$ cat config.mk
export PLATFORM = sky130hd
export DESIGN_NAME = esh_ctrl
export DESIGN_NICKNAME = d
export VERILOG_FILES = /design/src/hdl/esh_pkg.sv /design/src/hdl/esh_ctrl.sv
export SDC_FILE = /design/constraint.sdc
export NUM_CORES = 1
export LEC_CHECK = 0
export ABC_AREA = 1
export BUFFER_PORTS_ARGS = -buffer_cell sky130_fd_sc_hd__buf_2
export CAP_MARGIN = 20
export CORE_AREA = 2 2 39 41
export DETAILED_ROUTE_END_ITERATION = 6
export DIE_AREA = 0 0 41 43
export PLACE_DENSITY = 0.48
export SLEW_MARGIN = 20
export SYNTH_ARGS = -nofsm -noshare
export SYNTH_HDL_FRONTEND = slang
export SYNTH_SLANG_ARGS = --single-unit
export TNS_END_PERCENT = 10
$ cat constraint.sdc
create_clock -name clock -period 1.49 [get_ports clock]
set_input_delay 0.298 -clock clock [delete_from_list [all_inputs] [get_ports clock]]
set_output_delay 0.298 -clock clock [all_outputs]
set_load 0.005 [all_outputs]
$ cat src/hdl/esh_pkg.sv
// Shared types and constants for the energy spectrum histogrammer.
// Depends on nothing; used by the controller, the datapath and the top level.
package esh_pkg;

   localparam int CNT_W = 25;
   localparam logic [CNT_W-1:0] COUNT_LIMIT = CNT_W'(16 * 1024 * 1024);
   localparam logic [CNT_W-1:0] PIX_MAX_INIT = CNT_W'(64);
   localparam logic [CNT_W-1:0] ENG_MAX_INIT = CNT_W'(10);

   localparam int BLK_W = 3;
   localparam int STRIP_W = 6;
   localparam int CHAN_W = 6;

   localparam int REQ_DATA_W = 16;
   localparam int REQ_USER_W = 2;
   localparam int RSP_DATA_W = 104;

   typedef enum logic [1:0] {
      ST_CLEAR,
      ST_IDLE,
      ST_FETCH,
      ST_UPDATE
   } esh_state_type;

   typedef struct packed {
      logic clear_en;
      logic capture;
      logic read_en;
      logic commit;
   } esh_cmd_type;

   typedef struct packed {
      logic clear_done;
      logic drop;
   } esh_status_type;

   // saturating increment of one bin
   function automatic logic [CNT_W-1:0] bump(input logic [CNT_W-1:0] v);
      logic [CNT_W-1:0] r;
      r = (v < COUNT_LIMIT) ? v + CNT_W'(1) : v;
      return r;
   endfunction

endpackage

$ cat src/hdl/esh_ctrl.sv
// Controller state machine of the histogrammer: clearing pass, accept,
// memory read and update/commit. Depends on esh_pkg.
module esh_ctrl (
   input  logic                    clock,
   input  logic                    reset,
   input  logic                    req_tvalid,
   output logic                    req_tready,
   output logic                    rsp_tvalid,
   input  logic                    rsp_tready,
   output esh_pkg::esh_cmd_type    cmd,
   input  esh_pkg::esh_status_type status
);
   import esh_pkg::*;

   esh_state_type state_ff, state_in;
   logic          rsp_valid_ff, rsp_valid_in;

   always_ff @(posedge clock) begin
      if (reset) begin
         state_ff     <= ST_CLEAR;
         rsp_valid_ff <= 1'b0;
      end else begin
         state_ff     <= state_in;
         rsp_valid_ff <= rsp_valid_in;
      end
   end

   always_comb begin
      state_in   = state_ff;
      cmd        = '0;
      req_tready = 1'b0;
      unique case (state_ff)
         ST_CLEAR: begin
            cmd.clear_en = 1'b1;
            if (status.clear_done) state_in = ST_IDLE;
         end
         ST_IDLE: begin
            req_tready = 1'b1;
            if (req_tvalid) begin
               cmd.capture = 1'b1;
               state_in    = ST_FETCH;
            end
         end
         ST_FETCH: begin
            cmd.read_en = 1'b1;
            state_in    = ST_UPDATE;
         end
         ST_UPDATE: begin
            // hold until the output slot is free, unless nothing is produced
            if (status.drop || !rsp_valid_ff || rsp_tready) begin
               cmd.commit = 1'b1;
               state_in   = ST_IDLE;
            end
         end
         default: state_in = ST_CLEAR;
      endcase

      if (cmd.commit && !status.drop) rsp_valid_in = 1'b1;
      else if (rsp_tready)            rsp_valid_in = 1'b0;
      else                            rsp_valid_in = rsp_valid_ff;
   end

   assign rsp_tvalid = rsp_valid_ff;

endmodule

# == Word-level counts from Yosys, hierarchy flattened ==
# Index checks and enable logic that the tools add are counted.
# word_totals
wordCells,29
input_bits,6
reg_bits,3
# classes
n_reduce_logical,8
eq_ne,6
n_mux,13
# ops
op,count
$mux 1,9
$pmux 2 s4,1
$mux 2,3
$ne 2x2->1 const B,3
$eq 2x2->1 const B,2
$reduce_and 3->1,1
$eq 2x1->1 const B,1
$logic_not 1->1,2
$logic_not 2->1,1
$logic_or 1x1->1,2
$reduce_bool 2->1,1
$logic_and 1x1->1,1

# == Logic depth before layout (Yosys ltp) ==
# Gate-level depths: netlist of run 1.
# depth
ltp_word,7
ltp_mapped,8
depth_no_buf,8

# == Worst setup path after synthesis of run 1 ==
# Ideal clock, no wire load.
# synth_path
path_kind,reg2reg
from,register state_ff[0]
to,register state_ff[0]
setup_ps,113
slack_ps,395
arrival_ps,982
stages_incl_launch_ff,9
required_time_ps,1377
path_buffers,0
period_less_slack_ps,1095
cell_sequence,dfxtp_1 inv_1 ha_1 nand2_1 nand2_2 inv_1 nand3_1 nand2_1 nor2_1
# synth_via
elab_chain_len,3
# synth_rtl
element,line_no,text
from (decl),esh_ctrl.sv:15,"esh_state_type state_ff, state_in;"
from (signal assigned),esh_ctrl.sv:23,state_ff <= state_in;
"$eq 2x2->1, or another cell as far along",esh_ctrl.sv:32,unique case (state_ff)
$ne 2x2->1 (no line),-,
$reduce_and 3->1 (no line),-,
# Several ways; a longest one is shown, not always the timed one.
# A chain may end at the register's enable or synchronous reset.

==> out/qor.csv, run 1 <==
stage,metric,value,unit
placed_design,Port Buf Inserts,11,
clock_network,hold buffer count at CTS,0,
layout,nets,69,
timing,fmax,733,MHz
power_and_ir_drop,"Power, Total",0.000538,W
floorplan,die outline area,1760,sq um
floorplan,num rows,14,
detailed_routing,WL final,462,microns
timing,Tmin final,1.36,ns
layout,"commonest non-fill, non-tap cell in the layout",inv_1,
clock_network,CTS tree,yes,
clock_network,clock root buffer,clkbuf_4,
detailed_routing,router iterations before antenna repair,4,
clock_network,Max Buffers Root-to-Sink,2,
timing,Setup Viol. Count Final,0,
clock_network,postcts setup bufs,0,
global_route,largest net degree at the start of global routing,6,
detailed_routing,Final ANT Viol Nets,0,
layout,Final Cell Area,363,sq um
setup_path,CP max-delay cell,dfxtp_1,
timing,crit share post-route,91.6,%
timing,Worst Max-Slew Pin Slew,0.172,ns
global_route,vias in the first global route,238,
run_status,status,completed,
clock_network,CTS sink cnt,3,
clock_network,CTS Buf Count,3,
setup_path,CP top delay family,flip-flops,
floorplan,Die Wd,41,microns
global_route,initial antenna violation count,0,
setup_path,critical setup path kind,register to primary output,
synthesis,Syn Area/Cell,6.20,sq um
placed_design,cell area after placement,335,sq um
clock_network,clk slew on worst S/H paths,0.03,ns
synthesis,mapped cell area,260,sq um
synthesis,Synth Warn #,0,
job,max cap viols,0,
placed_design,RD Place Congestion,0.738,
detailed_routing,Iter 0 DRT Violations,2,
synthesis,Mapped Cells,42,
detailed_routing,Wirelength per Cell,6.33,microns
setup_path,Bufs and invs on worst path,2,
timing,pins over their slew limit,0,
timing,clock skew,0.000181,ns
setup_path,Crit Path Max Fanout,5,
setup_path,CP Data Required Time,1.19,ns
setup_path,Worst Setup End Kind,primary output,
synthesis,register bit total from synthesis,3,
power_and_ir_drop,worst vdd ir,0.416,mV
detailed_routing,via count,248,
setup_path,flop2flop setup slack,0.33,ns
layout,most frequent cells in the layout,"inv_1 (13), buf_2 (11), nand2_1 (8), nor2_1 (7), ha_1 (5)",
placed_design,Post-DP HPWL,395,microns
layout,Syn-to-layout area delta,39.4,%
floorplan,I/O Pins,12,
setup_path,CP Launch Type,register,
hold_path,Min-Delay Path Class,primary input to register,
detailed_routing,DRC,0,
setup_path,crit-path max cell delay,0.39,ns
global_route,first-pass GRT wire length,793,microns
timing,final hold vios,0,
layout,Antenna diodes,0,
power_and_ir_drop,P_leak,0.228,nW
global_route,total track usage,7.21,%
setup_path,crit-path cells,ha_1 -> o21ai_0 -> inv_1 -> buf_2,
timing,RSZ-0062 raised after global routing,no,
power_and_ir_drop,PD cells,1480,nW/um^2
floorplan,CORE AREA,1380,sq um
timing,setup TNS,0,ns
detailed_routing,vias per inst,3.40,
synthesis,sequential fraction of the synthesis area,23.1,%
layout,layout cells sized above 1,29.8,%
floorplan,die height,43,microns
setup_path,CP Data Arrival Time,1.07,ns
clock_network,Worst-Skew Late Latency,0.23,ns
clock_network,# H-tree levels,1,
floorplan,Starting Density,18.8,%
timing,Max transition margin,88.5,%
synthesis,Netlist cell types,10,
global_route,total gr overflow,0,
synthesis,syn_nets,53,
## synth_stat cells
| library cell | number | area share [%] |
|---|---|---|
| a21oi_1 | 1 | 1.9 |
| dfxtp_1 | 3 | 23 |
| ha_1 | 5 | 24 |
| inv_1 | 13 | 19 |
| nand2_1 | 8 | 12 |
| nand2_2 | 1 | 2.4 |
| nand3_1 | 2 | 3.8 |
| nor2_1 | 7 | 10 |
| nor2_2 | 1 | 2.4 |
| o21ai_0 | 1 | 1.9 |
## per-layer routing
| metal | GRT usage [%] | up-vias | share of wire, % | wire, microns |
|---|---|---|---|---|
| met5 | 0 | - | 0 | 0 |
| met4 | 10.0 | 0 | 0 | 0 |
| met3 | 1.57 | 0 | 5.4 | 25 |
| met2 | 10.0 | 7 | 45 | 209 |
| met1 | 7.01 | 94 | 49 | 227 |
| li1 | - | 147 | - | - |
## state kept, by name, indices dropped and copies added (netlist names)
name	cells
rsp_tvalid	1
state_ff	2
## through the flow
| stage | std cells | util, % | setup slack [ns] | hold slack (ns) |
|---|---|---|---|---|
| floorplan | 42 | - | 0.395 | 0.367 |
| global placement | 69 | 24.2 | 0.309 | 0.478 |
| detailed placement | 69 | 24.2 | 0.324 | 0.481 |
| CTS | 73 | 26.1 | 0.0751 | 0.231 |
| global route | 73 | 26.2 | 0.0363 | 0.243 |
| finish | 73 | 26.2 | 0.125 | 0.240 |
## report_power, final
group | total [W] | switching (W) | leakage, nW | internal (W)
combinational | 0.000259 | 0.000140 | 0.188 | 0.000120
clock | 0.000140 | 0.0000394 | 0.0150 | 0.000100
sequential | 0.000139 | 0.0000284 | 0.0251 | 0.000111
## final cells by class
type,count,area [sq um]
fillers,163,1020
multi-input cells,26,151
flip-flops and latches,3,61.3
repair buffers,11,55.1
inverters,13,48.8
clock buffers,4,26.3
well taps,16,20.0
## kinds of logic (layout without fill, tap and decap cells)
family	Yosys count	after routing	synth area share, %
compound gates	2	2	3.84
fa+ha+maj	5	5	24.0
buf+inv	13	28	18.8
flops	3	3	23.1
simple gates	19	19	30.3
## worst paths after layout
path	startpoint	end	depth (start not counted)
worst max-delay path	state_ff[0]$_SDFFE_PP0P_	cmd[0]	4
worst min-delay path	reset	rsp_tvalid$_SDFFE_PP0P_	2
worst max register to register	state_ff[0]$_SDFFE_PP0P_	state_ff[1]$_SDFFE_PP0P_	8
worst min register to register	state_ff[1]$_SDFFE_PP0P_	state_ff[1]$_SDFFE_PP0P_	2
## what timing repair did
item,CTS,global route
endpoints found under the setup margin,0,1
endpoints found under the hold margin,0,0
resized for setup,0,1
(Power assumes the default switching activity.)
==> run 2, diff against run 1 <==
--- a/config.mk
+++ b/config.mk
@@ -5,13 +5,12 @@
 export SDC_FILE = /design/constraint.sdc
 export NUM_CORES = 1
 export LEC_CHECK = 0
-export ABC_AREA = 1
 export BUFFER_PORTS_ARGS = -buffer_cell sky130_fd_sc_hd__buf_2
 export CAP_MARGIN = 20
 export CORE_AREA = 2 2 39 41
 export DETAILED_ROUTE_END_ITERATION = 6
 export DIE_AREA = 0 0 41 43
-export PLACE_DENSITY = 0.48
+export PLACE_DENSITY = 0.47
 export SLEW_MARGIN = 20
 export SYNTH_ARGS = -nofsm -noshare
 export SYNTH_HDL_FRONTEND = slang
==> run 2 against run 1 <==
Combinational power about the same. Highest routed layer unchanged. Largest cell class unchanged. Via count down 16%. Core utilization fell by 0.45 points. Count of clock-buffer cells in the layout is the same. Area after synthesis is 3.4% lower. Design area shrank 1.7%.
==> out/qor.csv, run 2 <==
stage,metric,value,unit,change
setup_path,crit-path max cell delay,0.35,ns,-0.04 ns
floorplan,Die Wd,41,microns,unchanged
synthesis,Netlist cell types,13,,+3
clock_network,CTS sink cnt,3,,unchanged
setup_path,CP Data Arrival Time,1.09,ns,+0.02 ns
timing,crit share post-route,93.2,%,+1.6 points
setup_path,CP Launch Type,register,,
timing,pins over their slew limit,0,,unchanged
job,max cap viols,0,,unchanged
power_and_ir_drop,"Power, Total",0.000531,W,-1.2%
synthesis,Async SR Flop Fraction,0,%,unchanged
layout,Syn-to-layout area delta,41.8,%,
layout,nets,51,,-26%
detailed_routing,DRC,0,,unchanged
layout,max reg flops,2,,unchanged
timing,Tmin final,1.39,ns,+0.0241 ns
global_route,largest net degree at the start of global routing,6,,unchanged
detailed_routing,M1 WL,226,microns,-0.44%
synthesis,number of synthesized flops with an enable pin,0,,unchanged
timing,final setup margin,0.101,ns,-0.0241 ns
placed_design,Port Buf Inserts,11,,unchanged
clock_network,Worst-Skew Late Latency,0.23,ns,about the same
synthesis,Synth Warn #,0,,unchanged
detailed_routing,router iterations before antenna repair,2,,-2
floorplan,num rows,14,,unchanged
floorplan,Starting Density,18.2,%,-0.63 points
clock_network,Max Buffers Root-to-Sink,2,,unchanged
detailed_routing,Iter 0 DRT Violations,6,,+4
synthesis,top_reg_cell synth,dfxtp_1,,
setup_path,CP Data Required Time,1.19,ns,about the same
synthesis,area share of the leading cell type in the synthesized netlist,24.9,%,+0.84 points
setup_path,crit-path cells,inv_1 -> ha_2 -> and2_1 -> buf_2,,
floorplan,die height,43,microns,unchanged
placed_design,worst slack at placement,0.0994,ns,-0.224 ns
clock_network,hold buffer count at CTS,0,,unchanged
timing,Worst Max-Slew Pin Slew,0.151,ns,-0.0206 ns
power_and_ir_drop,worst vdd ir,0.486,mV,+17%
floorplan,CORE AREA,1380,sq um,unchanged
synthesis,sequential fraction of the synthesis area,23.9,%,+0.80 points
floorplan,I/O Pins,12,,unchanged
timing,clock skew,0.00128,ns,+0.00110 ns
power_and_ir_drop,P_leak,0.184,nW,-19%
setup_path,critical setup path kind,register to primary output,,
timing,Max transition margin,89.9,%,+1.4 points
setup_path,flop2flop setup slack,0.11,ns,-0.22 ns
timing,fmax,720,MHz,-1.7%
synthesis,top-count cell post-synth,ha_1,,
timing,final hold vios,0,,unchanged
synthesis,Mapped Cells,24,,-43%
timing,setup TNS,0,ns,unchanged
synthesis,mapped cell area,251,sq um,-3.4%
setup_path,Crit Path Max Fanout,4,,-1
setup_path,RR Startpoint,state_ff[0]$_SDFFE_PP0P_,,
layout,Final Cell Area,357,sq um,-1.7%
hold_path,Min-Delay Path Class,primary input to register,,
clock_network,clock root buffer,clkbuf_4,,
run_status,status,completed,,
synthesis,syn_nets,35,,-34%
detailed_routing,Wirelength per Cell,8.55,microns,+35%
timing,RSZ-0062 raised after global routing,yes,,
global_route,total track usage,7.32,%,+0.11 points
layout,"commonest non-fill, non-tap cell in the layout",buf_2,,
detailed_routing,highest metal used,met3,,
detailed_routing,vias per inst,3.78,,+11%
detailed_routing,met2 wire len,167,microns,-20%
layout,Antenna diodes,0,,unchanged
layout,Fillers,156,,-4.3%
synthesis,register bit total from synthesis,3,,unchanged
global_route,vias in the first global route,199,,-16%
global_route,initial antenna violation count,0,,unchanged
hold_path,hold-critical path depth,2,,unchanged
global_route,first-pass GRT wire length,821,microns,+3.5%
clock_network,CTS Buf Count,3,,unchanged
synthesis,Synth top cells by count,"ha_1 (5), dfxtp_1 (3), nand2b_1 (3)",,
layout,most frequent cells in the layout,"buf_2 (11), ha_1 (4), nand2b_1 (3), clkbuf_4 (3)",,
synthesis,synth top area cells,"ha_1 (25%), dfxtp_1 (24%), nand2b_4 (11%), o221a_4 (8.0%), nand2b_1 (7.5%)",,
detailed_routing,via count,208,,-16%
clock_network,clk slew on worst S/H paths,0.04,ns,about the same
detailed_routing,Final ANT Viol Nets,0,,unchanged
setup_path,worst r2r path cells,5,,-3
synthesis,Yosys top cell by area,ha_1,,
clock_network,CTS tree,yes,,
placed_design,cell area after placement,327,sq um,-2.6%
layout,Top reg by flops,state_ff,,
timing,Setup Viol. Count Final,0,,unchanged
layout,layout cells sized above 1,53.8,%,+24 points
power_and_ir_drop,PD cells,1490,nW/um^2,+0.50%
timing,worst hold slack,0.278,ns,+0.0390 ns
synthesis,Syn Area/Cell,10.5,sq um,+69%
setup_path,Reg-to-Reg End,state_ff[0]$_SDFFE_PP0P_,,
setup_path,CP max-delay cell,dfxtp_2,,
clock_network,# H-tree levels,1,,unchanged
global_route,total gr overflow,0,,unchanged
clock_network,postcts setup bufs,0,,unchanged
hold_path,WHS Endpoint,rsp_tvalid$_SDFFE_PP0P_,,
setup_path,Worst Setup End Kind,primary output,,
placed_design,RD Place Congestion,0.738,,about the same
detailed_routing,WL final,470,microns,+1.7%
hold_path,Hold Startpoint,reset,,
detailed_routing,DR WL met3,75,microns,+200%
placed_design,Post-DP HPWL,402,microns,+1.7%
floorplan,die outline area,1760,sq um,unchanged
[run 2: cells by family after synthesis]
group                    Yosys count  share of synthesized area (%)
flip-flops                         3                           23.9
AND/OR/NAND/NOR                    8                           23.9
adder cells (fa/ha/maj)            5                           24.9
AO/OA/AOI/OAI                      3                           12.9
multiplexers                       2                           9.95
buffers and inverters              3                           4.48
[run 2: power breakdown]
group	switching [W]	leakage (nW)	total (W)	internal (W)
Combinational	0.000117	0.144	0.000259	0.000142
Clock	0.0000397	0.0150	0.000140	0.000100
Sequential	0.0000262	0.0250	0.000133	0.000106
Total	0.000182	0.184	0.000531	0.000349
[run 2: area by class of cell]
type / count / area, sq um / area share (%)
flip-flops and latches: 3 / 61.3 / 17.2
clock buffers: 4 / 26.3 / 7.37
repair buffers: 11 / 55.1 / 15.4
inverters: 3 / 11.3 / 3.16
multi-input cells: 18 / 183 / 51.2
well taps: 16 / 20.0 / 5.61
[run 2: per-layer routing]
layer  vias to the layer above  GRT usage [%]
met3                         0           7.85
met5                         -              0
met1                        88           10.3
met2                        12           8.13
li1                        108              -
met4                         0              0
[run 2: worst max-delay path by stage]
stage	startpoint	to	slack, ns	depth (start not counted)
2_1_floorplan	state_ff[1]$_SDFFE_PP0P_	state_ff[0]$_SDFFE_PP0P_	0.16	5
3_3_place_gp	state_ff[0]$_SDFFE_PP0P_	state_ff[0]$_SDFFE_PP0P_	0.11	5
3_5_place_dp	state_ff[0]$_SDFFE_PP0P_	state_ff[0]$_SDFFE_PP0P_	0.1	5
4_1_cts	state_ff[1]$_SDFFE_PP0P_	cmd[2]	0.05	4
5_1_grt	state_ff[1]$_SDFFE_PP0P_	cmd[2]	-0.01	4
6_report	state_ff[1]$_SDFFE_PP0P_	cmd[2]	0.10	4
[run 2: metrics by stage]
| stage | utilization, % | instances |
|---|---|---|
| after floorplan | - | 24 |
| after global placement | 23.6 | 51 |
| after detailed placement | 23.6 | 51 |
| after CTS | 25.6 | 55 |
| after global routing | 25.8 | 55 |
| final | 25.8 | 55 |
[run 2: repair_timing]
item	4_1_cts	5_1_grt
cloned	0	0
hold endpoints to repair	0	0
setup endpoints to repair	1	1
gates resized for setup	1	1
[run 2: critical path, delay by kind of cell (launching register included)]
family                     cells  cell delay, ns
adders and majority gates      1            0.19
DFF                            1            0.35
buffers and inverters          2            0.20
and+or+nand+nor                1            0.13
==> run 3, diff against run 2 <==
--- a/config.mk
+++ b/config.mk
@@ -6,8 +6,8 @@
 export NUM_CORES = 1
 export LEC_CHECK = 0
 export BUFFER_PORTS_ARGS = -buffer_cell sky130_fd_sc_hd__buf_2
-export CAP_MARGIN = 20
 export CORE_AREA = 2 2 39 41
+export CTS_BUF_LIST = sky130_fd_sc_hd__clkbuf_8
 export DETAILED_ROUTE_END_ITERATION = 6
 export DIE_AREA = 0 0 41 43
 export PLACE_DENSITY = 0.47
==> run 3 against run 2 <==
Routed wire length grew 4.5%. Global-route usage up 0.30 points. Clock skew is 0.00070 ns lower. Largest power group unchanged. Highest routed layer unchanged. First-iteration DRC count unchanged. Register-to-register slack barely moved. Clock power grew 64%.
==> out/qor.csv, run 3 (same netlist as run 2, synthesis figures left out) <==
stage,metric,value,unit,change
run_status,status,completed,,
timing,Max transition margin,89.9,%,about the same
layout,most frequent cells in the layout,"buf_2 (11), ha_1 (4), inv_1 (3), nand2b_1 (3), clkbuf_8 (3)",,
timing,Setup Viol. Count Final,0,,unchanged
detailed_routing,Iter 0 DRT Violations,6,,unchanged
clock_network,Worst-Skew Late Latency,0.21,ns,-0.02 ns
hold_path,Hold Startpoint,reset,,
global_route,initial antenna violation count,0,,unchanged
floorplan,I/O Pins,12,,unchanged
floorplan,Starting Density,18.2,%,unchanged
setup_path,CP Data Required Time,1.59,ns,+0.40 ns
setup_path,Worst Setup End Kind,register,,
detailed_routing,router iterations before antenna repair,2,,unchanged
power_and_ir_drop,clock share of power,36.9,%,+11 points
power_and_ir_drop,P_leak,0.196,nW,+6.5%
layout,max reg flops,2,,unchanged
detailed_routing,DRC,0,,unchanged
power_and_ir_drop,worst vdd ir,0.659,mV,+36%
setup_path,CP startpoint,state_ff[0]$_SDFFE_PP0P_,,
timing,setup TNS,0,ns,unchanged
power_and_ir_drop,PD cells,1650,nW/um^2,+11%
global_route,total gr overflow,0,,unchanged
clock_network,clock root buffer,clkbuf_8,,
layout,post-layout util,27.1,%,+1.4 points
floorplan,die outline area,1760,sq um,unchanged
detailed_routing,Final ANT Viol Nets,0,,unchanged
layout,nets,51,,unchanged
global_route,vias in the first global route,201,,+1.0%
setup_path,RR Startpoint,state_ff[0]$_SDFFE_PP0P_,,
layout,Non-Filler Instances,55,,unchanged
floorplan,CORE AREA,1380,sq um,unchanged
timing,RSZ-0062 raised after global routing,no,,
floorplan,die height,43,microns,unchanged
layout,layout cells sized above 1,53.8,%,unchanged
timing,crit share post-route,92.8,%,-0.37 points
power_and_ir_drop,Int Power,0.000424,W,+22%
global_route,largest net degree at the start of global routing,6,,unchanged
layout,"commonest non-fill, non-tap cell in the layout",buf_2,,
detailed_routing,WL final,491,microns,+4.5%
layout,Fillers,153,,-1.9%
placed_design,Port Buf Inserts,11,,unchanged
placed_design,RD Place Congestion,0.738,,unchanged
power_and_ir_drop,Sw Pwr,0.000196,W,+7.4%
timing,clock skew,0.000573,ns,-0.000704 ns
layout,Antenna diodes,0,,unchanged
power_and_ir_drop,Seq pwr share,21.4,%,-3.6 points
placed_design,Post-DP HPWL,402,microns,unchanged
clock_network,hold buffer count at CTS,0,,unchanged
timing,Tmin final,1.38,ns,-0.00554 ns
hold_path,Min-Delay Path Class,primary input to register,,
global_route,first-pass GRT wire length,834,microns,+1.6%
layout,Syn-to-layout area delta,49.3,%,
timing,final hold vios,0,,unchanged
job,max cap viols,0,,unchanged
setup_path,CP Data Arrival Time,1.48,ns,+0.39 ns
setup_path,critical setup path kind,register to register,,
timing,worst hold slack,0.295,ns,+0.0167 ns
clock_network,# H-tree levels,1,,unchanged
timing,pins over their slew limit,0,,unchanged
detailed_routing,vias per inst,3.78,,unchanged
layout,Top reg by flops,state_ff,,
setup_path,CP Launch Type,register,,
global_route,total track usage,7.62,%,+0.30 points
clock_network,CTS Buf Count,3,,unchanged
clock_network,clk slew on worst S/H paths,0.03,ns,about the same
clock_network,Max Buffers Root-to-Sink,2,,unchanged
power_and_ir_drop,Switching Share,31.6,%,-2.7 points
floorplan,num rows,14,,unchanged
detailed_routing,Wirelength per Cell,8.93,microns,+4.5%
clock_network,CTS sink cnt,3,,unchanged
detailed_routing,via count,208,,unchanged
setup_path,Crit Path Max Fanout,4,,unchanged
timing,fmax,723,MHz,+0.40%
floorplan,Die Wd,41,microns,unchanged
clock_network,CTS tree,yes,,
timing,Worst Max-Slew Pin Slew,0.151,ns,-0.00000238 ns
power_and_ir_drop,Comb pwr share,41.7,%,-7.0 points
placed_design,DP Cell Count,51,,unchanged
## run 3: changes by cell type in the layout (fill, tap and decap cells not counted)
cell / delta
clkbuf_8: +3
clkbuf_4: -3
inv_1: +1
clkbuf_1: -1
## run 3: worst paths after layout
| check | to | slack, ns | cells after the start |
|---|---|---|---|
| worst max-delay path | state_ff[0]$_SDFFE_PP0P_ | 0.11 | 5 |
| worst min-delay path | rsp_tvalid$_SDFFE_PP0P_ | 0.30 | 2 |
| worst max register to register | state_ff[0]$_SDFFE_PP0P_ | 0.11 | 5 |
| worst min register to register | state_ff[1]$_SDFFE_PP0P_ | 0.50 | 2 |
## run 3: routing by layer
metal | vias to the layer above | global-route usage, % | part of all wire, %
li1 | 107 | - | -
met1 | 88 | 10.3 | 48
met2 | 13 | 8.13 | 34
met3 | 0 | 7.85 | 18
met4 | 0 | 2.00 | 0
met5 | - | 0 | 0
## run 3: power groups by stage
stage	Combinational, W	Clock (W)	Sequential [W]
3_3_place_gp	0.000256	0	0.000131
4_1_cts	0.000263	0.000234	0.000131
3_5_place_dp	0.000261	0	0.000132
2_1_floorplan	0.000183	0	0.000125
5_1_grt	0.000299	0.000243	0.000141
6_report	0.000259	0.000229	0.000133
## run 3: final cells by class
class                   instances  area [sq um]  area share [%]
multi-input cells              18           183            48.7
flip-flops and latches          3          61.3            16.3
repair buffers                 11          55.1            14.7
clock buffers                   3          41.3            11.0
well taps                      16          20.0            5.33
inverters                       3          11.3            3.00
clock inverters                 1          3.75            1.00
## run 3: repair_timing
action | 4_1_cts | 5_1_grt
setup buffers | 0 | 0
gates resized for setup | 0 | 2
hold endpoints to repair | 0 | 0
endpoints found under the setup margin | 0 | 1
## run 3: metrics by stage
| step | worst slack (ns) | power (W) | area (sq um) |
|---|---|---|---|
| final | 0.107 | 0.000620 | 375 |
| after global routing | 0.0138 | 0.000684 | 375 |
| after CTS | 0.0189 | 0.000627 | 372 |
| after detailed placement | 0.0994 | 0.000393 | 327 |
| after global placement | 0.111 | 0.000388 | 327 |
| after floorplan | 0.164 | 0.000307 | 251 |
## run 3: critical path, cell delays in order (launching register included)
cell	delay, ns
dfxtp_1	0.38
inv_1	0.10
ha_1	0.22
nand2b_1	0.08
o221a_4	0.19
mux2_4	0.29
